## src/design/tcw_pkg.sv

```systemverilog
// Shared types and constants of the text console writer.
package tcw_pkg;

  localparam int unsigned PADDR_W    = 3;
  localparam int unsigned PDATA_W    = 32;
  localparam int unsigned POS_W      = 11;
  localparam int unsigned TAB_STEP   = 3;
  localparam logic [7:0]  ATTR_RESET = 8'h07;
  localparam logic [7:0]  CHAR_TAB   = 8'h09;
  localparam logic [7:0]  CHAR_LF    = 8'h0A;
  localparam logic [7:0]  CHAR_CR    = 8'h0D;

  localparam logic [0:0]  REG_TEXT_ATTR = 1'b0;

  typedef enum logic {
    REQ_PUT  = 1'b0,
    REQ_READ = 1'b1
  } req_type_e;

  typedef enum logic [2:0] {
    ST_CLEAR,
    ST_IDLE,
    ST_ADDR,
    ST_ACCESS,
    ST_FILL,
    ST_DONE
  } tcw_state_e;

  typedef struct packed {
    req_type_e          req_type;
    logic [7:0]         char_code;
    logic [POS_W-1:0]   cell_index;
  } tcw_req_t;

  typedef struct packed {
    logic [POS_W-1:0]   cursor_pos;
    logic [7:0]         cell_char;
    logic [7:0]         cell_attr;
  } tcw_rsp_t;

endpackage

```

## src/design/tcw_apb_regs.sv

```systemverilog
// APB configuration register holding the text attribute.
module tcw_apb_regs
  import tcw_pkg::*;
(
  input  logic               clk_i,
  input  logic               rst_ni,
  input  logic               psel,
  input  logic               penable,
  input  logic               pwrite,
  input  logic [PADDR_W-1:0] paddr,
  input  logic [PDATA_W-1:0] pwdata,
  output logic [PDATA_W-1:0] prdata,
  output logic               pready,
  output logic [7:0]         text_attr_o
);

  logic [7:0] attr_q;
  logic [7:0] attr_d;
  logic       hit;

  assign hit = (paddr[PADDR_W-1] == REG_TEXT_ATTR);

  always_comb begin
    attr_d = attr_q;
    if (psel && penable && pwrite && pready && hit) begin
      attr_d = pwdata[7:0];
    end
  end

  always_ff @(posedge clk_i or negedge rst_ni) begin
    if (!rst_ni) begin
      attr_q <= ATTR_RESET;
    end else begin
      attr_q <= attr_d;
    end
  end

  assign pready      = 1'b1;
  assign prdata      = hit ? {{(PDATA_W-8){1'b0}}, attr_q} : '0;
  assign text_attr_o = attr_q;

endmodule

```

## config.mk

```make
export PLATFORM = sky130hd
export DESIGN_NAME = tcw_apb_regs
export DESIGN_NICKNAME = d
export VERILOG_FILES = /design/src/design/tcw_pkg.sv /design/src/design/tcw_apb_regs.sv
export SDC_FILE = /design/constraint.sdc
export NUM_CORES = 1
export LEC_CHECK = 0
export BUFFER_PORTS_ARGS = -buffer_cell sky130_fd_sc_hd__buf_2
export CORE_MARGIN = 2
export CORE_UTILIZATION = 32
export CTS_CLUSTER_DIAMETER = 50
export DETAILED_ROUTE_END_ITERATION = 12
export PLACE_DENSITY = 0.84
export SLEW_MARGIN = 0
export SYNTH_ARGS = -nofsm -noshare
export SYNTH_HDL_FRONTEND = slang
export SYNTH_SLANG_ARGS = --single-unit
```

## constraint.sdc

```tcl
create_clock -name clk_i -period 2 [get_ports clk_i]
set_input_delay 0.1 -clock clk_i [delete_from_list [all_inputs] [get_ports clk_i]]
set_output_delay 0.1 -clock clk_i [all_outputs]
set_load 0.005 [all_outputs]
```

==> results of run 1 <==
cell families (layout without fill, tap and decap cells):
| group | Yosys count | count (layout) | synth area share [%] |
|---|---|---|---|
| buf+inv | 25 | 34 | 32.2 |
| flops | 8 | 8 | 35.0 |
| mux | 8 | 8 | 15.5 |
| other cells | 2 | 25 | 1.29 |
| simple gates | 9 | 9 | 16.1 |
power by group:
group	total [mW]	leakage [nW]	internal, mW	switching (mW)
combinational	0.154	0.301	0.0908	0.0633
clock	0.133	0.0150	0.0764	0.0566
sequential	0.231	0.0915	0.208	0.0230
total	0.518	0.407	0.375	0.143
worst max-delay path by stage:
stage	endpoint	startpoint	slack [ns]
6_report	prdata[2]	text_attr_o[2]	0.87
3_3_place_gp	text_attr_o[3]	paddr[2]	1.04
3_5_place_dp	text_attr_o[3]	paddr[2]	1.02
2_1_floorplan	prdata[0]	text_attr_o[0]	1.24
4_1_cts	prdata[0]	text_attr_o[0]	0.87
5_1_grt	prdata[0]	text_attr_o[0]	0.83
per-layer routing:
metal	track usage, %	share of wire (%)	vias up
met2	21.7	52	37
met5	0	0	-
met4	1.67	0	0
met3	5.88	14	0
li1	-	-	179
met1	7.82	33	187
final cells by class:
type / count / area (um^2) / share of cell area (%)
multi-input combinational: 42 / 278 / 40.0
sequential: 8 / 204 / 29.4
timing repair buffer: 30 / 155 / 22.3
tap: 25 / 31.3 / 4.50
clock buffer: 4 / 26.3 / 3.78
critical path, cell delays in order, from the launching register on:
cell	delay (ns)
dfstp_2	0.54
and2b_2	0.13
buf_2	0.10
cells in the final DEF, fill, tap and decap left out:
master,synthesis,routed
conb_1,2,25
clkbuf_1,0,1
and2b_2,8,8
dfrtp_1,5,5
buf_2,0,29
mux2_2,8,8
nand4b_4,1,1
dfstp_2,3,3
dlygate4sd3_1,0,1
clkbuf_4,0,3
timing repair:
item,4_1_cts,5_1_grt
resized for setup,0,0
hold endpoints to repair,8,0
setup endpoints to repair,0,0
hold buffers,1,0
setup buffers,0,0
stage by stage:
stage / area [um^2] / power (mW) / hold slack [ns]
after global routing: 694 / 0.564 / 0.0693
after CTS: 694 / 0.528 / 0.0686
after global placement: 658 / 0.380 / -0.0529
final: 694 / 0.518 / 0.0747
after floorplan: 669 / 0.340 / -0.196
after detailed placement: 658 / 0.387 / -0.0438
==> results_dict.tcl, run 1 <==
set metrics [dict create \
    dp.cells 104 \
    finalWorstSetupSlack_ns 0.871 \
    firstDrtPassIters 2 \
    syn_avg_cell_area_um2 11.2 \
    drt-total-wl_mm 1.02 \
    worstSetupStartpointType "flop" \
    fin_util_pct 40.2 \
    cts_buffers 3 \
    area_growth_pct 19.1 \
    rows 15 \
    wl_per_cell_um 9.38 \
    drc 0 \
    hold_depth 2 \
    cp.arrival_ns 1.03 \
    clk_latency_ns 0.25 \
    ys_types 7 \
    hpwl_um 837 \
    crit_path_end_kind "output port" \
    clockRootBuffer "clkbuf_4" \
    dieArea_mm2 0.00218 \
    synth_edf_count 0 \
    drtAntennaViolNets 0 \
    first_iter_violations 1 \
    finalCritPeriodShare_pct 56.4 \
    slew_viol_final 0 \
    grt_max_degree 10 \
    die_w_um 46.7 \
    post-place-ws_ns 1.02 \
    netlist_area_um2 583 \
    start_util_pct 33.8 \
    cp_max_fo 3 \
    coreArea_mm2 0.00173 \
    synth.area.top_cells "buf_4 32%, dfrtp_1 21%, mux2_2 15%" \
    finalHoldViolations 0 \
    diodes 0 \
    powerDensity_mw_per_mm2 746 \
    nNetsFinal 125 \
    grt_overflow_total 0 \
    ys_ff_latch 8 \
    ff2ff_path_depth 1 \
    worstReg2RegEnd "text_attr_o[7]" \
    r2r_start "text_attr_o[7]" \
    drive_gt1_share_pct 61.9 \
    ir_drop_v 0.000481 \
    grt_pass1_vias 389 \
    grt_first_pass_wirelength_mm 1.50 \
    die_h_um 46.7 \
    portBuffers 29 \
    fillers 189 \
    htree_levels 1 \
    worstHoldEndpoint "text_attr_o[5]" \
    finalCriticalPeriod_ns 1.13 \
    via_count 403 \
    hp-start "pwdata[5]" \
    synthFlopType "dfrtp_1" \
    r2r_setup_slack_ns 1.22 \
    cts_buffer_depth 2 \
    synth_commonest_cells "25 x buf_4, 8 x and2b_2, 8 x mux2_2, 5 x dfrtp_1, 3 x dfstp_2" \
    routabilityCongestion 0.664 \
    setup_violations 0 \
    fmax_mhz 886 \
    postSynth.asyncResetShare_pct 100 \
    synth_most_common_cell "buf_4" \
    viasPerCell 3.70 \
    rsz0062_at_grt "false" \
    syn-instance-count 52 \
    p_leak_nw 0.407 \
    final_cells 109 \
    cts.sinks 8 \
    synth.largest_area_cell "buf_4" \
    outcome "completed" \
    grtUsageTotal_pct 10.3 \
    largest_reg_flops 8 \
    tns_ns 0 \
    setup.worst_path.class "flop to output port" \
    crit_required_ns 1.90 \
    antenna_found_initial 0 \
    min_path_type "input pin to flop" \
    synth_seq_area_share_pct 35.0 \
    yosys_warnings 0 \
    io_pins 81 \
    synth_top_area_share_pct 32.2 \
    cts_tree "done" \
    clk_pin_slew_worst_paths_ns 0.06 \
    fin_skew_ns 0 \
    max-cap-violations 0 \
]
Note: power is estimated with default switching activity, not from simulation.
==> run 2, diff against run 1 <==
--- a/config.mk
+++ b/config.mk
@@ -5,12 +5,13 @@
 export SDC_FILE = /design/constraint.sdc
 export NUM_CORES = 1
 export LEC_CHECK = 0
+export ABC_AREA = 1
 export BUFFER_PORTS_ARGS = -buffer_cell sky130_fd_sc_hd__buf_2
 export CORE_MARGIN = 2
-export CORE_UTILIZATION = 32
+export CORE_UTILIZATION = 31
 export CTS_CLUSTER_DIAMETER = 50
 export DETAILED_ROUTE_END_ITERATION = 12
-export PLACE_DENSITY = 0.84
+export PLACE_DENSITY = 0.8
 export SLEW_MARGIN = 0
 export SYNTH_ARGS = -nofsm -noshare
 export SYNTH_HDL_FRONTEND = slang
==> constraint.sdc (replaced) <==
create_clock -name clk_i -period 1.1 [get_ports clk_i]
set_input_delay 0.055 -clock clk_i [delete_from_list [all_inputs] [get_ports clk_i]]
set_output_delay 0.055 -clock clk_i [all_outputs]
set_load 0.005 [all_outputs]
==> results_dict.tcl, run 2 <==
set metrics [dict create \
    dieArea_mm2 0.00235 \
    tns_ns 0 \
    synthFlopType "dfrtp_1" \
    fmax_mhz 944 \
    syn_avg_cell_area_um2 7.57 \
    firstDrtPassIters 4 \
    drive_gt1_share_pct 38.1 \
    synth_top_area_share_pct 30.6 \
    first_iter_violations 9 \
    crit_chain "inv_2 > nor2_2 > buf_2" \
    outcome "completed" \
    synth_most_common_cell "buf_4" \
    synth_edf_count 0 \
    finalWorstSetupSlack_ns 0.0407 \
    powerDensity_mw_per_mm2 1260 \
    grt_first_pass_wirelength_mm 1.79 \
    rsz0062_at_grt "true" \
    ys_types 12 \
    syn-instance-count 81 \
    critPathSlowestCell "dfstp_2" \
    ys_ff_latch 8 \
    cts_tree "done" \
    finalHoldViolations 0 \
    via_count 484 \
    nNetsFinal 154 \
    crit_path_end_kind "output port" \
    drc 0 \
    cp_max_fo 2 \
    yosys_warnings 0 \
    wl_per_cell_um 7.59 \
    drt-total-wl_mm 1.06 \
    worstSetupStartpointType "flop" \
    fillers 214 \
    drtAntennaViolNets 0 \
    place_area_um2 679 \
    postSynth.asyncResetShare_pct 100 \
    coreArea_mm2 0.00192 \
    ir_drop_v 0.000502 \
    synth_commonest_cells "25 x buf_4, 17 x nand2_1, 9 x inv_1, 8 x nand3_1, 8 x nor2_1" \
    fin_area_um2 726 \
    cts_buffer_depth 2 \
    grt_max_degree 10 \
    viasPerCell 3.46 \
    crit_required_ns 1.04 \
    area_growth_pct 18.4 \
    synth.largest_area_cell "buf_4" \
    final_common_cell "buf_2" \
    slew_viol_final 0 \
    cts.sinks 8 \
    max-cap-violations 0 \
    antenna_found_initial 0 \
    fin_skew_ns 0 \
    finalCritPeriodShare_pct 96.3 \
    p_leak_nw 0.472 \
    grt_overflow_total 0 \
    portBuffers 29 \
    grt_pass1_vias 433 \
    clk_latency_ns 0.25 \
    io_pins 81 \
    cp.arrival_ns 1.00 \
    grtUsageTotal_pct 10.1 \
    htree_levels 1 \
    diodes 0 \
    synth.area.top_cells "buf_4 31%, dfrtp_1 20%, dfstp_2 13%" \
    netlist_area_um2 613 \
    finalCriticalPeriod_ns 1.06 \
    die_w_um 48.5 \
    routabilityCongestion 0.680 \
    min_path_type "input pin to flop" \
    clk_pin_slew_worst_paths_ns 0.05 \
    slowest_delay_ns 0.53 \
    synth_seq_area_share_pct 33.3 \
    rows 16 \
    largest_reg_flops 8 \
    setup.worst_path.class "flop to output port" \
    final_cell_mix "29 x buf_2, 25 x conb_1, 17 x nand2_1, 8 x nand3_1, 7 x nor2_1" \
    setup_violations 0 \
    clockRootBuffer "clkbuf_4" \
    hpwl_um 908 \
    cts_buffers 3 \
    start_util_pct 31.9 \
    post-place-ws_ns 0.295 \
    die_h_um 48.5 \
]
## run 2: cell count changes in the layout (fill, tap and decap cells not counted), moves of 4 or more
cell,previous run,this run
inv_2,0,4
and2b_2,8,0
mux2_2,8,0
inv_1,0,6
nor2_1,0,7
nand3_1,0,8
nand2_1,0,17
## run 2: what timing repair did
item	in CTS	in global routing
buffers inserted	0	1
endpoints found under the setup margin	0	3
hold endpoints to repair	8	0
resized for setup	0	4
hold buffers	1	0
## run 2: worst max-delay path, delay by kind of cell (launching register included)
kind / cells / cell delay (ns)
simple gates: 1 / 0.08
flops: 1 / 0.53
buf+inv: 2 / 0.14
## run 2: area by class of cell
type                            instances  area (um^2)  area share [%]
Inverter                               10         37.5            5.17
Clock buffer                            4         26.3            3.62
Multi-Input combinational cell         60          262            36.0
Timing Repair Buffer                   31          163            22.4
Tap cell                               27         33.8            4.66
Sequential cell                         8          204            28.1
## run 2: final timing paths
kind                                 from              to  slack, ns  cells past startpoint
max                        text_attr_o[2]       prdata[2]       0.04                      3
min                             pwdata[0]  text_attr_o[0]       0.02                      3
max reg2reg                text_attr_o[2]  text_attr_o[2]       0.30                      3
min reg2reg                text_attr_o[1]  text_attr_o[1]       0.49                      2
max in group asynchronous          rst_ni  text_attr_o[2]       0.70                      2
min in group asynchronous          rst_ni  text_attr_o[4]       0.17                      2
## run 2: cell families after synthesis
kind of cell	synth area share [%]
buffers and inverters	38.6
AND/OR/NAND/NOR	26.9
flip-flops	33.3
other	1.22
## run 2: metal layers
metal  vias to the layer above  GRT usage [%]  wire (um)
li1                        252              -          -
met1                       198           9.98        406
met2                        30           17.1        517
met3                         4           2.47        103
met4                         0           10.0         34
met5                         -              0          0
## run 2: power breakdown
group | internal, mW | leakage (nW) | switching [mW]
Clock | 0.138 | 0.0150 | 0.0934
Sequential | 0.366 | 0.0943 | 0.0428
Combinational | 0.125 | 0.363 | 0.147
## run 2: through the flow
| step | cells | utilization, % | total power [mW] | hold WS, ns |
|---|---|---|---|---|
| after floorplan | 104 | - | 0.603 | -0.241 |
| after global placement | 134 | 35.4 | 0.659 | -0.107 |
| after detailed placement | 134 | 35.4 | 0.668 | -0.104 |
| after CTS | 139 | 37.2 | 0.905 | 0.0132 |
| after global routing | 140 | 37.8 | 0.984 | 0.0330 |
| final | 140 | 37.8 | 0.912 | 0.0195 |
