$ cat config.mk
export PLATFORM = sky130hd
export DESIGN_NAME = tcw_engine
export DESIGN_NICKNAME = d
export VERILOG_FILES = /design/src/design/tcw_pkg.sv /design/src/design/tcw_engine.sv
export SDC_FILE = /design/constraint.sdc
export NUM_CORES = 1
export LEC_CHECK = 0
export BUFFER_PORTS_ARGS = -buffer_cell sky130_fd_sc_hd__buf_4
export CORE_MARGIN = 10
export CORE_UTILIZATION = 55
export DETAILED_ROUTE_END_ITERATION = 10
export MAX_ROUTING_LAYER = met4
export PLACE_DENSITY_LB_ADDON = 0.15
export SETUP_SLACK_MARGIN = 0.1
export SYNTH_ARGS = -nofsm -noshare
export SYNTH_HDL_FRONTEND = slang
export SYNTH_SLANG_ARGS = --single-unit
$ cat constraint.sdc
create_clock -name clk_i -period 4.8 [get_ports clk_i]
set_clock_uncertainty 0.15 [all_clocks]
set_input_delay 0.48 -clock clk_i [delete_from_list [all_inputs] [get_ports clk_i]]
set_output_delay 0.48 -clock clk_i [all_outputs]
set_load 0.1 [all_outputs]
$ cat src/design/tcw_pkg.sv
// Shared types and constants of the text console writer.
package tcw_pkg;

  localparam int unsigned PADDR_W    = 3;
  localparam int unsigned PDATA_W    = 32;
  localparam int unsigned POS_W      = 11;
  localparam int unsigned TAB_STEP   = 3;
  localparam logic [7:0]  ATTR_RESET = 8'h07;
  localparam logic [7:0]  CHAR_TAB   = 8'h09;
  localparam logic [7:0]  CHAR_LF    = 8'h0A;
  localparam logic [7:0]  CHAR_CR    = 8'h0D;

  localparam logic [0:0]  REG_TEXT_ATTR = 1'b0;

  typedef enum logic {
    REQ_PUT  = 1'b0,
    REQ_READ = 1'b1
  } req_type_e;

  typedef enum logic [2:0] {
    ST_CLEAR,
    ST_IDLE,
    ST_ADDR,
    ST_ACCESS,
    ST_FILL,
    ST_DONE
  } tcw_state_e;

  typedef struct packed {
    req_type_e          req_type;
    logic [7:0]         char_code;
    logic [POS_W-1:0]   cell_index;
  } tcw_req_t;

  typedef struct packed {
    logic [POS_W-1:0]   cursor_pos;
    logic [7:0]         cell_char;
    logic [7:0]         cell_attr;
  } tcw_rsp_t;

endpackage

$ cat src/design/tcw_engine.sv
// Request sequencer: cursor tracking, scroll ring and screen memory access.
module tcw_engine
  import tcw_pkg::*;
#(
  parameter int unsigned COLUMNS = 80,
  parameter int unsigned ROWS    = 25,
  parameter int unsigned CELLS   = 2000,
  parameter int unsigned AW      = 11
) (
  input  logic          clk_i,
  input  logic          rst_ni,
  input  logic          start_i,
  output logic          busy_o,
  input  tcw_req_t      req_i,
  output logic          rsp_valid_o,
  output tcw_rsp_t      rsp_o,
  input  logic [7:0]    text_attr_i,
  output logic          ram_we_o,
  output logic [AW-1:0] ram_waddr_o,
  output logic [15:0]   ram_wdata_o,
  output logic          ram_re_o,
  output logic [AW-1:0] ram_raddr_o,
  input  logic [15:0]   ram_rdata_i
);

  localparam int unsigned CW  = $clog2(COLUMNS);
  localparam int unsigned RW  = (ROWS > 1) ? $clog2(ROWS) : 1;
  localparam int unsigned IW  = POS_W;
  localparam int unsigned SW  = ((AW > IW) ? AW : IW) + 1;
  localparam int unsigned XW  = CW + 2;

  tcw_state_e    state_q, state_d;
  tcw_req_t      req_q, req_d;
  logic [AW-1:0] phys_q, phys_d;
  logic          in_range_q, in_range_d;
  logic [CW-1:0] col_q, col_d;
  logic [RW-1:0] row_q, row_d;
  logic [AW-1:0] row_base_q, row_base_d;
  logic [AW-1:0] top_base_q, top_base_d;
  logic [AW-1:0] fill_base_q, fill_base_d;
  logic [AW-1:0] cnt_q, cnt_d;

  logic [SW-1:0] sum_base;
  logic [SW-1:0] phys_sum;
  logic [SW-1:0] phys_wrap;
  logic [SW-1:0] top_nxt;
  logic [SW-1:0] pos_sum;
  logic [XW-1:0] col_inc;
  logic          newline;
  logic          is_read;

  assign is_read  = (req_q.req_type == REQ_READ);
  assign sum_base = is_read ? SW'(req_q.cell_index) : (SW'(row_base_q) + SW'(col_q));
  assign phys_sum = sum_base + SW'(top_base_q);
  assign phys_wrap = (phys_sum >= SW'(CELLS)) ? (phys_sum - SW'(CELLS)) : phys_sum;
  assign top_nxt  = ((SW'(top_base_q) + SW'(COLUMNS)) >= SW'(CELLS)) ?
                    '0 : (SW'(top_base_q) + SW'(COLUMNS));
  assign col_inc  = XW'(col_q) + ((req_q.char_code == CHAR_TAB) ? XW'(TAB_STEP) : XW'(1));
  assign pos_sum  = SW'(row_base_q) + SW'(col_q);

  always_comb begin
    state_d     = state_q;
    req_d       = req_q;
    phys_d      = phys_q;
    in_range_d  = in_range_q;
    col_d       = col_q;
    row_d       = row_q;
    row_base_d  = row_base_q;
    top_base_d  = top_base_q;
    fill_base_d = fill_base_q;
    cnt_d       = cnt_q;
    newline     = 1'b0;
    ram_we_o    = 1'b0;
    ram_waddr_o = phys_q;
    ram_wdata_o = {text_attr_i, req_q.char_code};
    ram_re_o    = 1'b0;
    ram_raddr_o = phys_q;
    rsp_valid_o = 1'b0;
    case (state_q)
      ST_CLEAR: begin
        ram_we_o    = 1'b1;
        ram_waddr_o = cnt_q;
        ram_wdata_o = {ATTR_RESET, 8'h00};
        cnt_d       = cnt_q + AW'(1);
        if (cnt_q == AW'(CELLS - 1)) begin
          cnt_d   = '0;
          state_d = ST_IDLE;
        end
      end
      ST_IDLE: begin
        if (start_i) begin
          req_d   = req_i;
          state_d = ST_ADDR;
        end
      end
      ST_ADDR: begin
        phys_d     = phys_wrap[AW-1:0];
        in_range_d = (SW'(req_q.cell_index) < SW'(CELLS));
        state_d    = ST_ACCESS;
      end
      ST_ACCESS: begin
        state_d = ST_DONE;
        if (is_read) begin
          ram_re_o = in_range_q;
        end else begin
          if (req_q.char_code == CHAR_LF || req_q.char_code == CHAR_CR) begin
            newline = 1'b1;
          end else begin
            ram_we_o = (req_q.char_code != CHAR_TAB);
            if (col_inc >= XW'(COLUMNS)) begin
              newline = 1'b1;
            end else begin
              col_d = col_inc[CW-1:0];
            end
          end
          if (newline) begin
            col_d = '0;
            if (row_q == RW'(ROWS - 1)) begin
              fill_base_d = top_base_q;
              top_base_d  = top_nxt[AW-1:0];
              cnt_d       = '0;
              state_d     = ST_FILL;
            end else begin
              row_d      = row_q + RW'(1);
              row_base_d = row_base_q + AW'(COLUMNS);
            end
          end
        end
      end
      ST_FILL: begin
        ram_we_o    = 1'b1;
        ram_waddr_o = fill_base_q + cnt_q;
        ram_wdata_o = {text_attr_i, 8'h00};
        cnt_d       = cnt_q + AW'(1);
        if (cnt_q == AW'(COLUMNS - 1)) begin
          cnt_d   = '0;
          state_d = ST_DONE;
        end
      end
      ST_DONE: begin
        rsp_valid_o = 1'b1;
        state_d     = ST_IDLE;
      end
      default: begin
        state_d = ST_IDLE;
      end
    endcase
  end

  always_ff @(posedge clk_i or negedge rst_ni) begin
    if (!rst_ni) begin
      state_q    <= ST_CLEAR;
      col_q      <= '0;
      row_q      <= '0;
      row_base_q <= '0;
      top_base_q <= '0;
      cnt_q      <= '0;
    end else begin
      state_q    <= state_d;
      col_q      <= col_d;
      row_q      <= row_d;
      row_base_q <= row_base_d;
      top_base_q <= top_base_d;
      cnt_q      <= cnt_d;
    end
  end

  always_ff @(posedge clk_i) begin
    req_q       <= req_d;
    phys_q      <= phys_d;
    in_range_q  <= in_range_d;
    fill_base_q <= fill_base_d;
  end

  assign busy_o           = (state_q != ST_IDLE);
  assign rsp_o.cursor_pos = pos_sum[POS_W-1:0];
  assign rsp_o.cell_char  = (is_read && in_range_q) ? ram_rdata_i[7:0]  : 8'h00;
  assign rsp_o.cell_attr  = (is_read && in_range_q) ? ram_rdata_i[15:8] : 8'h00;

`ifndef SYNTHESIS
  a_rsp_then_idle: assert property (@(posedge clk_i) disable iff (!rst_ni)
    rsp_valid_o |=> !busy_o)
    else $error("result transfer not followed by idle");

  a_accept_goes_busy: assert property (@(posedge clk_i) disable iff (!rst_ni)
    (start_i && !busy_o) |=> (busy_o && !rsp_valid_o))
    else $error("accepted request did not start work");

  a_cursor_consistent: assert property (@(posedge clk_i) disable iff (!rst_ni)
    (state_q == ST_IDLE) |-> ((XW'(col_q) < XW'(COLUMNS)) &&
                              (SW'(row_base_q) == SW'(row_q) * SW'(COLUMNS))))
    else $error("cursor column or row base out of step");

  a_write_states: assert property (@(posedge clk_i) disable iff (!rst_ni)
    ram_we_o |-> (state_q == ST_CLEAR || state_q == ST_ACCESS || state_q == ST_FILL))
    else $error("screen write outside a write state");

  a_read_write_excl: assert property (@(posedge clk_i) disable iff (!rst_ni)
    !(ram_we_o && ram_re_o))
    else $error("screen read and write in the same cycle");
`endif

endmodule

==> impl_results.md <==
* Outcome: finished, final reports clean
* Placement row count at 34
* Dpl ws at 0.622 ns
* Worst-skew pair later-pin latency at 0.36 ns
* Synth cell types at 68
* Setup Buffers After CTS at 0
* Largest net degree at the start of global routing at 41
* Footprint of the multi-input gates at 2780 um^2
* Initial Utilization at 57.3%
* Vias/cell at 5.85
* Routability Congestion at 0.902
* Vias in the first global route at 4,337
* Worst hold path type: input port to register
* Cell taking the most area after synthesis: edfxtp_1
* Final HPWL DP at 11,000 um
* Peak VDD IR at 0.000442 V
* CP dominant cell by count: ha_1
* DRT antenna net count at 0
* Final WS setup at 0.559 ns
* First-pass GRT wire length at 22,300 um
* Worst-path clk slew at 0.08 ns
* 1st-iter DRT viols at 273
* EDFF count, synth at 39
* Delay of the slowest critical-path stage at 0.47 ns
* Remaining Overflow, GRT at 0
* Routed vias at 4,338
* CP startpoint kind: register
* Syn Area/Cell at 9.85 um^2
* Die Y at 116 um
* MaxCap Viol Count at 0
* Critical path, cell by cell: ha_1, fa_1, a21o_1, nand2_1, nor2_1, xor2_2, mux2_2, ha_1, inv_1, a2111oi_0, nand3_1, or3b_4, and2_4, a41oi_4, a211o_2
* GRT Total Usage at 21.7%
* CTS buffer count at 9
* Crit path max fanout at 8
* Layout cell share with drive strength beyond 1 at 26.5%
* Hold path cells at 1
* Synth area leaders: edfxtp_1, dfrtp_1, ha_1
* Clock Tree Root: clkbuf_8
* Slew Limit Fails at 0
* Yosys top cell area share at 23.1%
* ANT cells at 0
* Final Hold Viols at 0
* Cell count of the worst reg-to-reg path at 15
* Die area at 13,500 um^2
* Slew HR at 16.7%
* Num ports at 116
* Fill count at 715
* Register area at 2170 um^2
* Clk buf depth at 2
* Final WL at 14,100 um
* Slew at the pin closest to its max-slew limit at 1.24 ns
* First-pass iteration count of the detailed router at 5
* Synthesis Warnings at 0
* # port buffers at 115
* Setup CP Type: register to register
* Maximum clock frequency at 236 MHz
* Final setup vio count at 0
* Setup_tns at 0 ns
* Residual DRC at 0
* Pleak at 2.88 nW
* Initial antenna violation count at 0
* Die Width at 116 um
* Final net count at 704
* Mapped Nets at 591
* Main synth FF type: dfrtp_1
* Critical Path RT at 4.77 ns
* CTS tree: done
* WP data arrival at 4.21 ns
* Post-Syn Area at 5070 um^2
* H-tree depth at 3
* Tmin final at 4.24 ns
* Power per cell area at 568 nW/um^2
* Sequential area share after synthesis at 42.8%
* Period utilisation layout at 88.4%
* Cells after Synth at 515
* Clk sinks at 79
* Flops & latches, synth at 79
* Area Growth Syn to Fin at 22.7%
* Core area at 8850 um^2
* RSZ-0062 raised after global routing: false
* Asr flop ratio synth at 50.6%
* CP endpoint kind: register
* DR WL/cell at 19.0 um
* Crit path max-delay cell type: dfrtp_1
-- routing by layer --
metal,vias up,global-route usage [%],routed length [um]
li1,2089,-,-
met1,2092,25.7,5770
met2,134,37.3,7450
met3,23,2.53,572
met4,0,7.92,295
met5,-,-,0
-- path summary, 6_finish.rpt --
check	from	end	slack, ns
worst min-delay path	req_i[11]	req_q[11]	0.14
worst min register to register	row_q[4]	row_q[4]	0.33
min in group asynchronous	rst_ni	cnt_q[2]	0.48
max in group asynchronous	rst_ni	row_base_q[9]	3.65
worst max-delay path	col_q[4]	ram_raddr_o[7]	0.56
worst max register to register	col_q[4]	ram_raddr_o[7]	0.56
-- power breakdown --
| group | internal, mW | switching [mW] | total [mW] |
|---|---|---|---|
| sequential | 0.842 | 0.123 | 0.965 |
| combinational | 0.472 | 1.64 | 2.11 |
| clock | 0.202 | 0.252 | 0.454 |
| total | 1.52 | 2.02 | 3.53 |
-- layout by cell type, fill, tap and decap left out, types with 15 or more instances in the layout --
| cell | n |
|---|---|
| o21ai_0 | 48 |
| nor2_1 | 26 |
| a21oi_1 | 19 |
| ha_1 | 27 |
| edfxtp_1 | 39 |
| nand3_1 | 18 |
| dfrtp_1 | 40 |
| nand2_1 | 60 |
| buf_4 | 120 |
| xnor2_1 | 15 |
| and3_1 | 26 |
-- through the flow --
stage / utilization, % / hold WS, ns / power (mW) / cells / area, um^2
after floorplan: - / 0.0344 / 2.64 / 515 / 5110
after global placement: 68.3 / 0.317 / 3.06 / 724 / 6040
after detailed placement: 68.3 / 0.320 / 3.09 / 724 / 6040
after CTS: 70.3 / 0.136 / 3.55 / 741 / 6220
after global routing: 70.3 / 0.136 / 3.69 / 741 / 6220
final: 70.3 / 0.141 / 3.53 / 741 / 6220
-- cells by family (layout without fill, tap and decap cells) --
kind of cell	count (synthesis)	in the layout	share of synthesized area, %
xor gates and xnor gates	33	33	5.70
and+or+nand+nor	203	203	21.5
AOI/OAI and AO/OA	115	115	14.7
DFF	79	79	42.8
buffers and inverters	33	151	3.13
other	1	1	0.0739
muxes	22	22	4.64
adders and majority gates	29	29	7.45
-- cells in the mapped netlist (2+ instances only) --
cell,instances
nand3_1,18
mux2i_1,10
nor3_1,6
o41ai_1,3
dfrtp_1,40
xor2_1,16
clkbuf_1,10
o22ai_1,2
inv_1,14
o21a_1,2
ha_1,27
a21o_1,10
and3b_1,2
nor2b_1,8
or4_1,3
nand2_1,60
nor3b_1,3
a21oi_1,19
and3_1,26
and2_1,13
o21ai_0,48
a211oi_1,2
xnor2_1,17
fa_1,2
nand3b_1,5
o31ai_1,11
nand2b_1,7
nand4_1,7
buf_4,4
nand4b_1,2
or2_2,7
nor2_1,26
mux2_2,12
edfxtp_1,39
-- state kept, by name (all words and copies together) (netlist names) --
register	flops
req_q	19
cnt_q	11
ram_raddr_o	11
col_q	7
fill_base_q	7
row_base_q	7
top_base_q	7
row_q	5
state_q	3
in_range_q	1
is_read	1
-- critical path, delay by kind of cell, from the launching register on --
kind	cells	cell delay, ns
DFF	1	0.47
adders and majority gates	3	1.02
AOI/OAI and AO/OA	4	1.09
xor gates and xnor gates	1	0.15
muxes	1	0.27
and+or+nand+nor	5	0.77
buffers and inverters	1	0.09
-- area by class of cell --
cell class | count | share of cell area (%)
clock buffers | 11 | 2.27
clock inverters | 5 | 0.503
inverters | 14 | 0.845
multi-input cells | 403 | 44.7
flip-flops and latches | 79 | 34.9
well taps | 108 | 2.17
repair buffers | 121 | 14.6
-- timing repair --
| item | 4_1_cts | 5_1_grt |
|---|---|---|
| gates resized for setup | 0 | 0 |
| hold endpoints to repair | 40 | 0 |
| hold buffers | 1 | 0 |
| endpoints found under the setup margin | 0 | 0 |
Note: power is estimated with default switching activity, not from simulation.
